==> src/design/itds_pkg.sv <==
// Package for the include tag delimiter scan: sizes, reset values of the
// tag registers, register index and segment kind codes, tag length clamp.
// No dependencies.
package itds_pkg;

   // Longest tag and largest file
   localparam int MaxTagBytes  = 8;
   localparam int MaxFileBytes = 10485760;

   // Derived widths
   localparam int TagWidth      = 8 * MaxTagBytes;
   localparam int TagLenWidth   = 4;
   localparam int TagIdxWidth   = (MaxTagBytes > 1) ? $clog2(MaxTagBytes) : 1;
   localparam int PosWidth      = $clog2(MaxFileBytes + 1);
   localparam int SegWidth      = 24;
   localparam int CsrIndexWidth = 2;
   localparam int CsrDataWidth  = TagWidth;

   // Reset tags: "<!--#" and "-->", first byte in the low bits
   localparam logic [TagWidth-1:0]    StartTagReset = TagWidth'(64'h0000_0023_2D2D_213C);
   localparam logic [TagLenWidth-1:0] StartLenReset = TagLenWidth'(5);
   localparam logic [TagWidth-1:0]    EndTagReset   = TagWidth'(64'h0000_0000_003E_2D2D);
   localparam logic [TagLenWidth-1:0] EndLenReset   = TagLenWidth'(3);

   typedef enum logic [CsrIndexWidth-1:0] {
      CSR_START_TAG,
      CSR_START_LEN,
      CSR_END_TAG,
      CSR_END_LEN
   } csr_index_type;

   typedef enum logic {
      SEG_TEXT,
      SEG_DIRECTIVE
   } seg_kind_type;

   // Tag length in use: zero acts as one, above the maximum acts as the maximum
   function automatic logic [TagLenWidth-1:0] clamp_len(input logic [TagLenWidth-1:0] v);
      logic [TagLenWidth-1:0] r;
      if (v == '0) begin
         r = TagLenWidth'(1);
      end else if (v > TagLenWidth'(MaxTagBytes)) begin
         r = TagLenWidth'(MaxTagBytes);
      end else begin
         r = v;
      end
      return r;
   endfunction

endpackage

==> src/design/include_tag_delimiter_scan.sv <==
// Include tag delimiter scan: splits a byte stream into text and directive
// body segments. Depends on itds_pkg.
//
// The block takes one file byte per transaction and gives at most one segment
// per byte, in the cycle after the byte is taken. A new byte is accepted every
// cycle; the only limit is the single output register, so req_tready drops
// only while a segment waits on a stalled rsp_tready. Per byte, the newest
// bytes are compared in parallel against the start or end tag (whichever is
// sought), and the tag length set in the registers (1 to 8 bytes) picks the
// compared bytes. Segments are reported when a tag completes: text before a
// start tag (only when not empty), directive body before an end tag. The byte
// marked req_tlast flushes remaining text, drops an open directive and returns
// the scan state to its start. Bytes beyond the file size limit are ignored.
// The user must write csr_* registers only while the block is idle (unchecked).
module include_tag_delimiter_scan (
   input  logic                                  clock,
   input  logic                                  reset,
   // Byte stream
   input  logic                                  req_tvalid,
   output logic                                  req_tready,
   input  logic [7:0]                            req_tdata,   // [7:0] data_byte
   input  logic                                  req_tlast,   // last_byte
   // Segment stream
   output logic                                  rsp_tvalid,
   input  logic                                  rsp_tready,
   output logic [2*itds_pkg::SegWidth-1:0]       rsp_tdata,   // seg_offset, seg_len
   output logic                                  rsp_tuser,   // seg_kind
   // Register writes
   input  logic                                  csr_we,
   input  logic [itds_pkg::CsrIndexWidth-1:0]    csr_index,
   input  logic [itds_pkg::CsrDataWidth-1:0]     csr_wdata
);
   import itds_pkg::*;

   // Configuration registers
   logic [TagWidth-1:0]    start_tag_ff;
   logic [TagLenWidth-1:0] start_len_ff;
   logic [TagWidth-1:0]    end_tag_ff;
   logic [TagLenWidth-1:0] end_len_ff;

   // Scan state
   logic [7:0]             recent_ff [MaxTagBytes];
   logic [7:0]             recent_in [MaxTagBytes];
   logic                   in_dir_ff, in_dir_in;
   logic [PosWidth-1:0]    pos_ff, pos_in;
   logic [PosWidth-1:0]    seg_start_ff, seg_start_in;

   // Output register
   logic                   rsp_valid_ff, rsp_valid_in;
   seg_kind_type           kind_ff, kind_in;
   logic [SegWidth-1:0]    off_ff, off_in;
   logic [SegWidth-1:0]    len_ff, len_in;

   // Step logic
   logic                   req_fire;
   logic                   room;
   logic [PosWidth-1:0]    pos_inc;
   logic [TagWidth-1:0]    tag_sel;
   logic [TagLenWidth-1:0] len_sel;
   logic [7:0]             win [MaxTagBytes];
   logic                   win_eq;
   logic                   far_enough;
   logic                   hit;
   logic [PosWidth-1:0]    body_len;
   logic                   hit_out;
   logic                   flush;

   assign req_tready = !rsp_valid_ff || rsp_tready;
   assign req_fire   = req_tvalid && req_tready;

   // Register writes
   always_ff @(posedge clock) begin
      if (reset) begin
         start_tag_ff <= StartTagReset;
         start_len_ff <= StartLenReset;
         end_tag_ff   <= EndTagReset;
         end_len_ff   <= EndLenReset;
      end else if (csr_we) begin
         case (csr_index_type'(csr_index))
            CSR_START_TAG: start_tag_ff <= csr_wdata;
            CSR_START_LEN: start_len_ff <= csr_wdata[TagLenWidth-1:0];
            CSR_END_TAG:   end_tag_ff   <= csr_wdata;
            CSR_END_LEN:   end_len_ff   <= csr_wdata[TagLenWidth-1:0];
            default: ;
         endcase
      end
   end

   // Window of newest bytes after the shift, newest at index 0
   always_comb begin
      win[0] = req_tdata;
      for (int k = 1; k < MaxTagBytes; k++) begin
         win[k] = recent_ff[k-1];
      end
   end

   assign tag_sel = in_dir_ff ? end_tag_ff : start_tag_ff;
   assign len_sel = clamp_len(in_dir_ff ? end_len_ff : start_len_ff);
   assign room    = {1'b0, pos_ff} < (PosWidth+1)'(MaxFileBytes);
   assign pos_inc = pos_ff + PosWidth'(1);

   // Tag byte i sits len-1-i bytes back from the newest
   always_comb begin
      logic [TagIdxWidth-1:0] idx;
      win_eq = 1'b1;
      for (int i = 0; i < MaxTagBytes; i++) begin
         idx = TagIdxWidth'(len_sel - TagLenWidth'(1) - TagLenWidth'(i));
         if (TagLenWidth'(i) < len_sel && win[idx] != tag_sel[8*i +: 8]) begin
            win_eq = 1'b0;
         end
      end
   end

   // Tag must lie wholly after the previous one
   assign far_enough = {1'b0, pos_inc} >= ({1'b0, seg_start_ff} + (PosWidth+1)'(len_sel));
   assign hit        = room && far_enough && win_eq;
   assign body_len   = pos_inc - PosWidth'(len_sel) - seg_start_ff;
   assign hit_out    = hit && (in_dir_ff || body_len != '0);

   // Next scan state and segment
   always_comb begin
      recent_in    = recent_ff;
      in_dir_in    = in_dir_ff;
      pos_in       = pos_ff;
      seg_start_in = seg_start_ff;
      if (room) begin
         recent_in = win;
         pos_in    = pos_inc;
      end
      if (hit) begin
         seg_start_in = pos_inc;
         in_dir_in    = !in_dir_ff;
      end
      flush = req_tlast && !in_dir_in && (pos_in > seg_start_in) && !hit_out;

      kind_in = in_dir_ff ? SEG_DIRECTIVE : SEG_TEXT;
      off_in  = SegWidth'(seg_start_ff);
      len_in  = SegWidth'(body_len);
      if (!hit_out) begin
         kind_in = SEG_TEXT;
         len_in  = SegWidth'(pos_in - seg_start_in);
      end

      // End of file: start over
      if (req_tlast) begin
         for (int k = 0; k < MaxTagBytes; k++) begin
            recent_in[k] = '0;
         end
         in_dir_in    = 1'b0;
         pos_in       = '0;
         seg_start_in = '0;
      end

      if (req_fire && (hit_out || flush)) begin
         rsp_valid_in = 1'b1;
      end else if (rsp_tready) begin
         rsp_valid_in = 1'b0;
      end else begin
         rsp_valid_in = rsp_valid_ff;
      end
   end

   // Control and scan state
   always_ff @(posedge clock) begin
      if (reset) begin
         for (int k = 0; k < MaxTagBytes; k++) begin
            recent_ff[k] <= '0;
         end
         in_dir_ff    <= 1'b0;
         pos_ff       <= '0;
         seg_start_ff <= '0;
         rsp_valid_ff <= 1'b0;
      end else begin
         if (req_fire) begin
            recent_ff    <= recent_in;
            in_dir_ff    <= in_dir_in;
            pos_ff       <= pos_in;
            seg_start_ff <= seg_start_in;
         end
         rsp_valid_ff <= rsp_valid_in;
      end
   end

   // Segment payload
   always_ff @(posedge clock) begin
      if (req_fire && (hit_out || flush)) begin
         kind_ff <= kind_in;
         off_ff  <= off_in;
         len_ff  <= len_in;
      end
   end

   assign rsp_tvalid = rsp_valid_ff;
   assign rsp_tuser  = kind_ff;
   assign rsp_tdata  = {len_ff, off_ff};

   // Checks
   a_eof_clears: assert property (@(posedge clock) disable iff (reset)
      req_fire && req_tlast |=> pos_ff == '0 && !in_dir_ff && seg_start_ff == '0)
      else $error("scan state not cleared after last byte");

   a_seg_order: assert property (@(posedge clock) disable iff (reset)
      seg_start_ff <= pos_ff)
      else $error("segment start beyond stream position");

   a_pos_cap: assert property (@(posedge clock) disable iff (reset)
      {1'b0, pos_ff} <= (PosWidth+1)'(MaxFileBytes))
      else $error("stream position beyond file limit");

   a_text_nonempty: assert property (@(posedge clock) disable iff (reset)
      rsp_valid_ff && kind_ff == SEG_TEXT |-> len_ff != '0)
      else $error("empty text segment reported");

endmodule
==> config.mk <==
export PLATFORM = sky130hd
export DESIGN_NAME = include_tag_delimiter_scan
export DESIGN_NICKNAME = d
export VERILOG_FILES = /design/src/design/itds_pkg.sv /design/src/design/include_tag_delimiter_scan.sv
export SDC_FILE = /design/constraint.sdc
export NUM_CORES = 1
export LEC_CHECK = 0
export ABC_AREA = 1
export BUFFER_PORTS_ARGS = -buffer_cell sky130_fd_sc_hd__buf_2
export CORE_AREA = 2 2 167 251
export DETAILED_ROUTE_END_ITERATION = 10
export DIE_AREA = 0 0 169 253
export GPL_ROUTABILITY_DRIVEN = 0
export GPL_TIMING_DRIVEN = 0
export PLACE_DENSITY = 0.76
export SLEW_MARGIN = 0
export SYNTH_ARGS = -nofsm -noshare
export SYNTH_HDL_FRONTEND = slang
export SYNTH_SLANG_ARGS = --single-unit
==> constraint.sdc <==
create_clock -name clock -period 10.55 [get_ports clock]
set_input_delay 0.5275 -clock clock [delete_from_list [all_inputs] [get_ports clock]]
set_output_delay 0.5275 -clock clock [all_outputs]
set_load 0.05 [all_outputs]
After elaboration in Yosys (flattened, before gate mapping)
Cells that the tools add are included.
Widths: inputs -> output; s select.
- register bits after elaboration: 291
- output and inout bits: 51
- word-level logic and storage cells: 151
- input bits: 80
- magnitude comparators: 20
- bitwise operators: 8
- $add $sub $neg: 13
- reduce and logical (&&, ||, !) cells: 33
- muxes and demuxes: 48
- equality and inequality tests: 11
- operators with widths (kind ; count):
    $bmux 8 s3 ; 8
    $mux 64 ; 3
    $mux 8 ; 16
    $mux 24 ; 5
    $ne 8x8->1 ; 8
    $sub 24x24->24 ; 2
    $ge 4x4->1 const B ; 8
    $not 3->4 ; 8
    $add 24x4->25 ; 1
    $ge 24x25->1 ; 1
    $add 24x1->24 const B ; 1
    $gt 24x24->1 ; 1
    $lt 24x24->1 const B ; 1
    $reduce_bool 24->1 ; 1
    $sub 24x4->24 ; 1
    $logic_and 1x1->1 ; 16
    $lt 3x4->1 const A ; 4
    $mux 1 ; 13
    $mux 4 ; 3
    $sub 3x3->3 const B ; 4
    $reduce_and 2->1 ; 5
    $lt 1x4->1 const A ; 2
    $lt 2x4->1 const A ; 2
    $sub 3x1->3 const B ; 2
    other kinds (9) ; 17

Logic depth before layout (Yosys ltp)
- word-level depth: 28
- mapped depth: 59
- gate-level depth less buffers: 56

Worst setup path before layout
OpenSTA, ideal clock, no wires.
- path type: flip-flop to flip-flop
- start: register in_dir_ff
- end: register len_ff[0] (enable)
- stages on the path, launching flop included: 52
- library setup time: 0.403 ns
- arrival: 7.676 ns
- period minus slack after synthesis: 8.079 ns
- slack: 2.471 ns
- buffers on the path: 4
- data required time: 10.147 ns
- path through: dfxtp_1 -> buf_4 -> nand2_1 -> nand2_1 -> nand3_4 -> nand2_4 -> buf_2 -> ha_1 -> inv_1 -> fa_1 -> o21ai_1 -> nand2_1 -> nor3_1 -> nand3_1 -> nor4_2 -> nand2_1 -> nor3_2 -> nand3_1 -> (+16 left out) -> ha_1 -> nand2_1 -> or2_2 -> nand2_1 -> a21oi_1 -> inv_1 -> a21oi_1 -> o21ai_0 -> nand3_1 -> nand2_1 -> nand2_1 -> o2111ai_1 -> nand3_1 -> inv_1 -> nand2_1 -> nand2_1 -> nand2_1 -> inv_1
- longest elaborated chain between the ends: 27
- elaborated cells on any way between the ends: 98
- classes of those cells: 11 x add/sub; 11 x order compare; 8 x eq/ne; 38 x mux; 8 x bitwise; 22 x reduce/logical
- RTL lines (item ; RTL line ; RTL):
    from (decl) ; include_tag_delimiter_scan.sv:44 ; logic in_dir_ff, in_dir_in;
    from (signal assigned) ; include_tag_delimiter_scan.sv:176 ; in_dir_ff <= in_dir_in;
    branches (longest 25 deep; another with $gt 4x4->1) ; -- ;
    $logic_or 1x1->1 (*) ; include_tag_delimiter_scan.sv:186 ; if (req_fire && (hit_out || flush)) begin
    $logic_and 1x1->1 (*) ; include_tag_delimiter_scan.sv:186 ;
    to (signal assigned) ; include_tag_delimiter_scan.sv:189 ; len_ff <= len_in;
    to (decl) ; include_tag_delimiter_scan.sv:52 ; logic [SegWidth-1:0] len_ff, len_in;
Mark *: on every way between the ends. The select of a mux whose other input is x is not followed.
A chain may end at the register's enable or synchronous reset.

Worst setup path after layout
- start: register in_dir_ff
- end: register off_ff[3] (enable)
- longest elaborated chain between the ends: 27
- elaborated cells on any way between the ends: 98
- classes of those cells: 11 x add/sub; 11 x order compare; 8 x eq/ne; 38 x mux; 8 x bitwise; 22 x reduce/logical
- RTL lines (item ; RTL line ; RTL):
    branches (longest 25 deep; another with $gt 4x4->1) ; -- ;
    $logic_or 1x1->1 (*) ; include_tag_delimiter_scan.sv:186 ;
    $logic_and 1x1->1 (*) ; include_tag_delimiter_scan.sv:186 ;
    to (signal assigned) ; include_tag_delimiter_scan.sv:188 ; off_ff <= off_in;
    to (decl) ; include_tag_delimiter_scan.sv:51 ; logic [SegWidth-1:0] off_ff, off_in;
Marked as above.

==> flow_summary.ini <==
[synth]
syn_nets = 3232
yosysTopAreaCell = dfxtp_1
netlist.area_leader.share = 0.241
syn_area_sq_mm = 0.0201
synth_area_leaders = dfxtp_1 (24%), nand2_1 (16%), nand3_1 (10%), edfxtp_1 (7.3%), ha_1 (6.3%)
avgSynthCellArea_sq_um = 6.60
synth_edf_count = 49
synth_async_sr_flop_share = 0
synth_seq_area_share = 0.314
ys.flop_type = dfxtp_1
yosysWarnings = 0
synthDistinctLibCells = 52
syn_inst = 3045
synth_seq_cells = 291

[timing]
hold_violations = 0
hold_slack_ps = 151
layout_min_cycle_time_ps = 9920
rsz0062_at_grt = false
min_period_over_period = 0.940
drv_slew = 0
worst_slew_pin_slew_ps = 1010
finalSetupViolations = 0
finClkSkew_ps = 17.1
relSlewSlack = 0.328
max_freq_mhz = 101

[route]
drtIter0Drc = 1773
routed_wirelength_mm = 70.7
viasPerCell = 5.67
drc_errors = 0
ant_nets = 0
drt_pass1_iterations = 8
routed-via-count = 21200
wl_per_cell_um = 18.9

[setup_path]
endpoint_kind = register
ff2ff_setup_slack_ps = 630
r2r_end = off_ff[3]$_DFFE_PP_
r2r_start = in_dir_ff$_SDFFE_PP0P_
crit_top_cell = nand2_1
slowest_delay_ps = 490
critPathCapture = off_ff[3]$_DFFE_PP_
worstPathMaxFanout = 29
required_ps = 10850
critPathLaunch = in_dir_ff$_SDFFE_PP0P_
critPathSlowestCell = dfxtp_1
critPathLaunchType = register
worstSetupPathType = reg -> reg
r2r_cells = 55
critical_path_arrival_ps = 10220

[worst_hold_path]
min_from = csr_wdata[56]
min-delay-path-class = in -> reg

[flow_run]
drv_cap = 0

[placement]
portBuffers = 129
dp_cells = 3686
hpwl_mm = 55.3

[power]
leakagePower_nw = 10.1
power_density_mw_per_mm2 = 131
power.total_mw = 2.93
ir_drop_v = 0.000147

[floorplanning]
io_pins = 131
die_y_um = 253
dieArea_sq_mm = 0.0428
fp.dieW_um = 169
core_sq_mm = 0.0408
start_util = 0.493
row_count = 91

[status]
outcome = finished clean

[finish]
layout_commonest_cell = nand2_1
area_delta_synth_final_pct = 11.7
layout.cells.non_filler = 3742
nets = 3393
final_cell_mix = nand2_1 (860), nand3_1 (414), inv_1 (298), dfxtp_1 (242), o21ai_0 (228)
final.fill_count = 4130
drive_gt1_frac = 0.0898

[cts]
cts_buffers = 30
clk_path_buf_depth = 3
cts_root_buf = clkbuf_16
htree_levels = 1
clk_pin_slew_worst_paths_ps = 60
clkLatencyLatePin_ps = 610
cts_tree = yes
cts_setup_buffers = 0
cts.sinks = 291

[global_routing]
grt_start_max_net_pins = 30
grt_usage = 0.325
grt-ovfl-total = 0
grt_pass1_wl_mm = 108
grt_pass1_vias = 19800
antenna_found_initial = 2
## cell usage after synthesis (all sizes together) (2+ instances only)
cell	count
o21bai	4
nor4	3
or2	4
a21oi	226
fa	6
o211ai	35
ha	101
clkbuf	102
a21o	4
xnor2	17
dfxtp	242
o22ai	3
inv	306
nand4	14
a21boi	4
nor3	21
o21a	2
clkinv	5
nand2	871
mux2i	6
a31oi	3
buf	56
xor2	61
a211oi	3
nand3b	43
o21ai	254
nor2	176
edfxtp	49
nand3	419
## worst min path at each step
stage | to | slack (ps) | cells after the start
floorplan | start_tag_ff[4]$_SDFFE_PP1P_ | 420 | 2
global placement | start_tag_ff[33]$_SDFFE_PP1P_ | 430 | 2
detailed placement | start_tag_ff[50]$_SDFFE_PP0P_ | 440 | 2
CTS | end_tag_ff[56]$_SDFFE_PP0P_ | 160 | 3
global route | end_tag_ff[59]$_SDFFE_PP0P_ | 160 | 3
finish | end_tag_ff[56]$_SDFFE_PP0P_ | 150 | 3
## per-layer routing
metal  global-route usage  vias to the layer above  share of wire
li1                     -                    10300              -
met4                0.262                        0          0.096
met5                    0                        -              0
met1                0.334                     9494           0.35
met2                0.574                     1051           0.47
met3               0.0646                      334          0.084
## where the power goes
part	total [mW]	internal, mW	switching, mW
registers	1.18	1.17	0.0147
logic	0.642	0.191	0.451
clock network	1.11	0.622	0.488
total	2.93	1.98	0.954
## through the flow
step	setup slack [ps]	setup TNS, ps	instance area [sq um]	util
CTS	334	0	22400	0.550
global placement	-353	-17010	21400	0.524
detailed placement	365	0	21400	0.525
finish	632	0	22400	0.550
floorplan	2470	0	20100	-
global route	15.7	0	22400	0.550
## worst max-delay path, delay by kind of cell (launching register included)
family,cells,cell delay [ps]
XOR/XNOR,1,170
AND/OR/NAND/NOR,31,4210
adder cells (fa/ha/maj),4,1340
buffers and inverters,11,1960
AO/OA/AOI/OAI,8,1360
flip-flops,1,490
## logic make-up after synthesis
| kind of cell | after synthesis | synth area share |
|---|---|---|
| compound gates | 542 | 0.150 |
| xor+xnor | 78 | 0.0340 |
| mux | 6 | 0.00299 |
| flops | 291 | 0.314 |
| buf+inv | 469 | 0.0953 |
| simple gates | 1552 | 0.334 |
| fa+ha+maj | 107 | 0.0689 |
## layout make-up
class | instances | area, sq um | share of cell area
Sequential cell | 291 | 6320 | 0.282
Clock buffer | 45 | 942 | 0.0420
Clock inverter | 10 | 78.8 | 0.00352
Inverter | 311 | 1180 | 0.0524
Tap cell | 511 | 639 | 0.0285
Multi-Input combinational cell | 2285 | 11900 | 0.529
Antenna cell | 2 | 5.00 | 0.000223
Buffer | 157 | 734 | 0.0328
Timing Repair Buffer | 130 | 666 | 0.0297
## registers in the layout, indices dropped and copies added, names as in the netlist
name and cells:
recent_ff 56, start_len_ff 4, in_dir_ff 1, off_in 24, len_ff 24, pos_ff 24, rsp_tuser 1, off_ff 24
start_tag_ff 64, end_len_ff 4, end_tag_ff 64, rsp_tvalid 1
## what timing repair did
action,CTS,global route
hold buffers,0,0
endpoints found under the hold margin,0,0
resized for setup,0,5
endpoints found under the setup margin,0,49
Power figures use the tool's default switching activity.
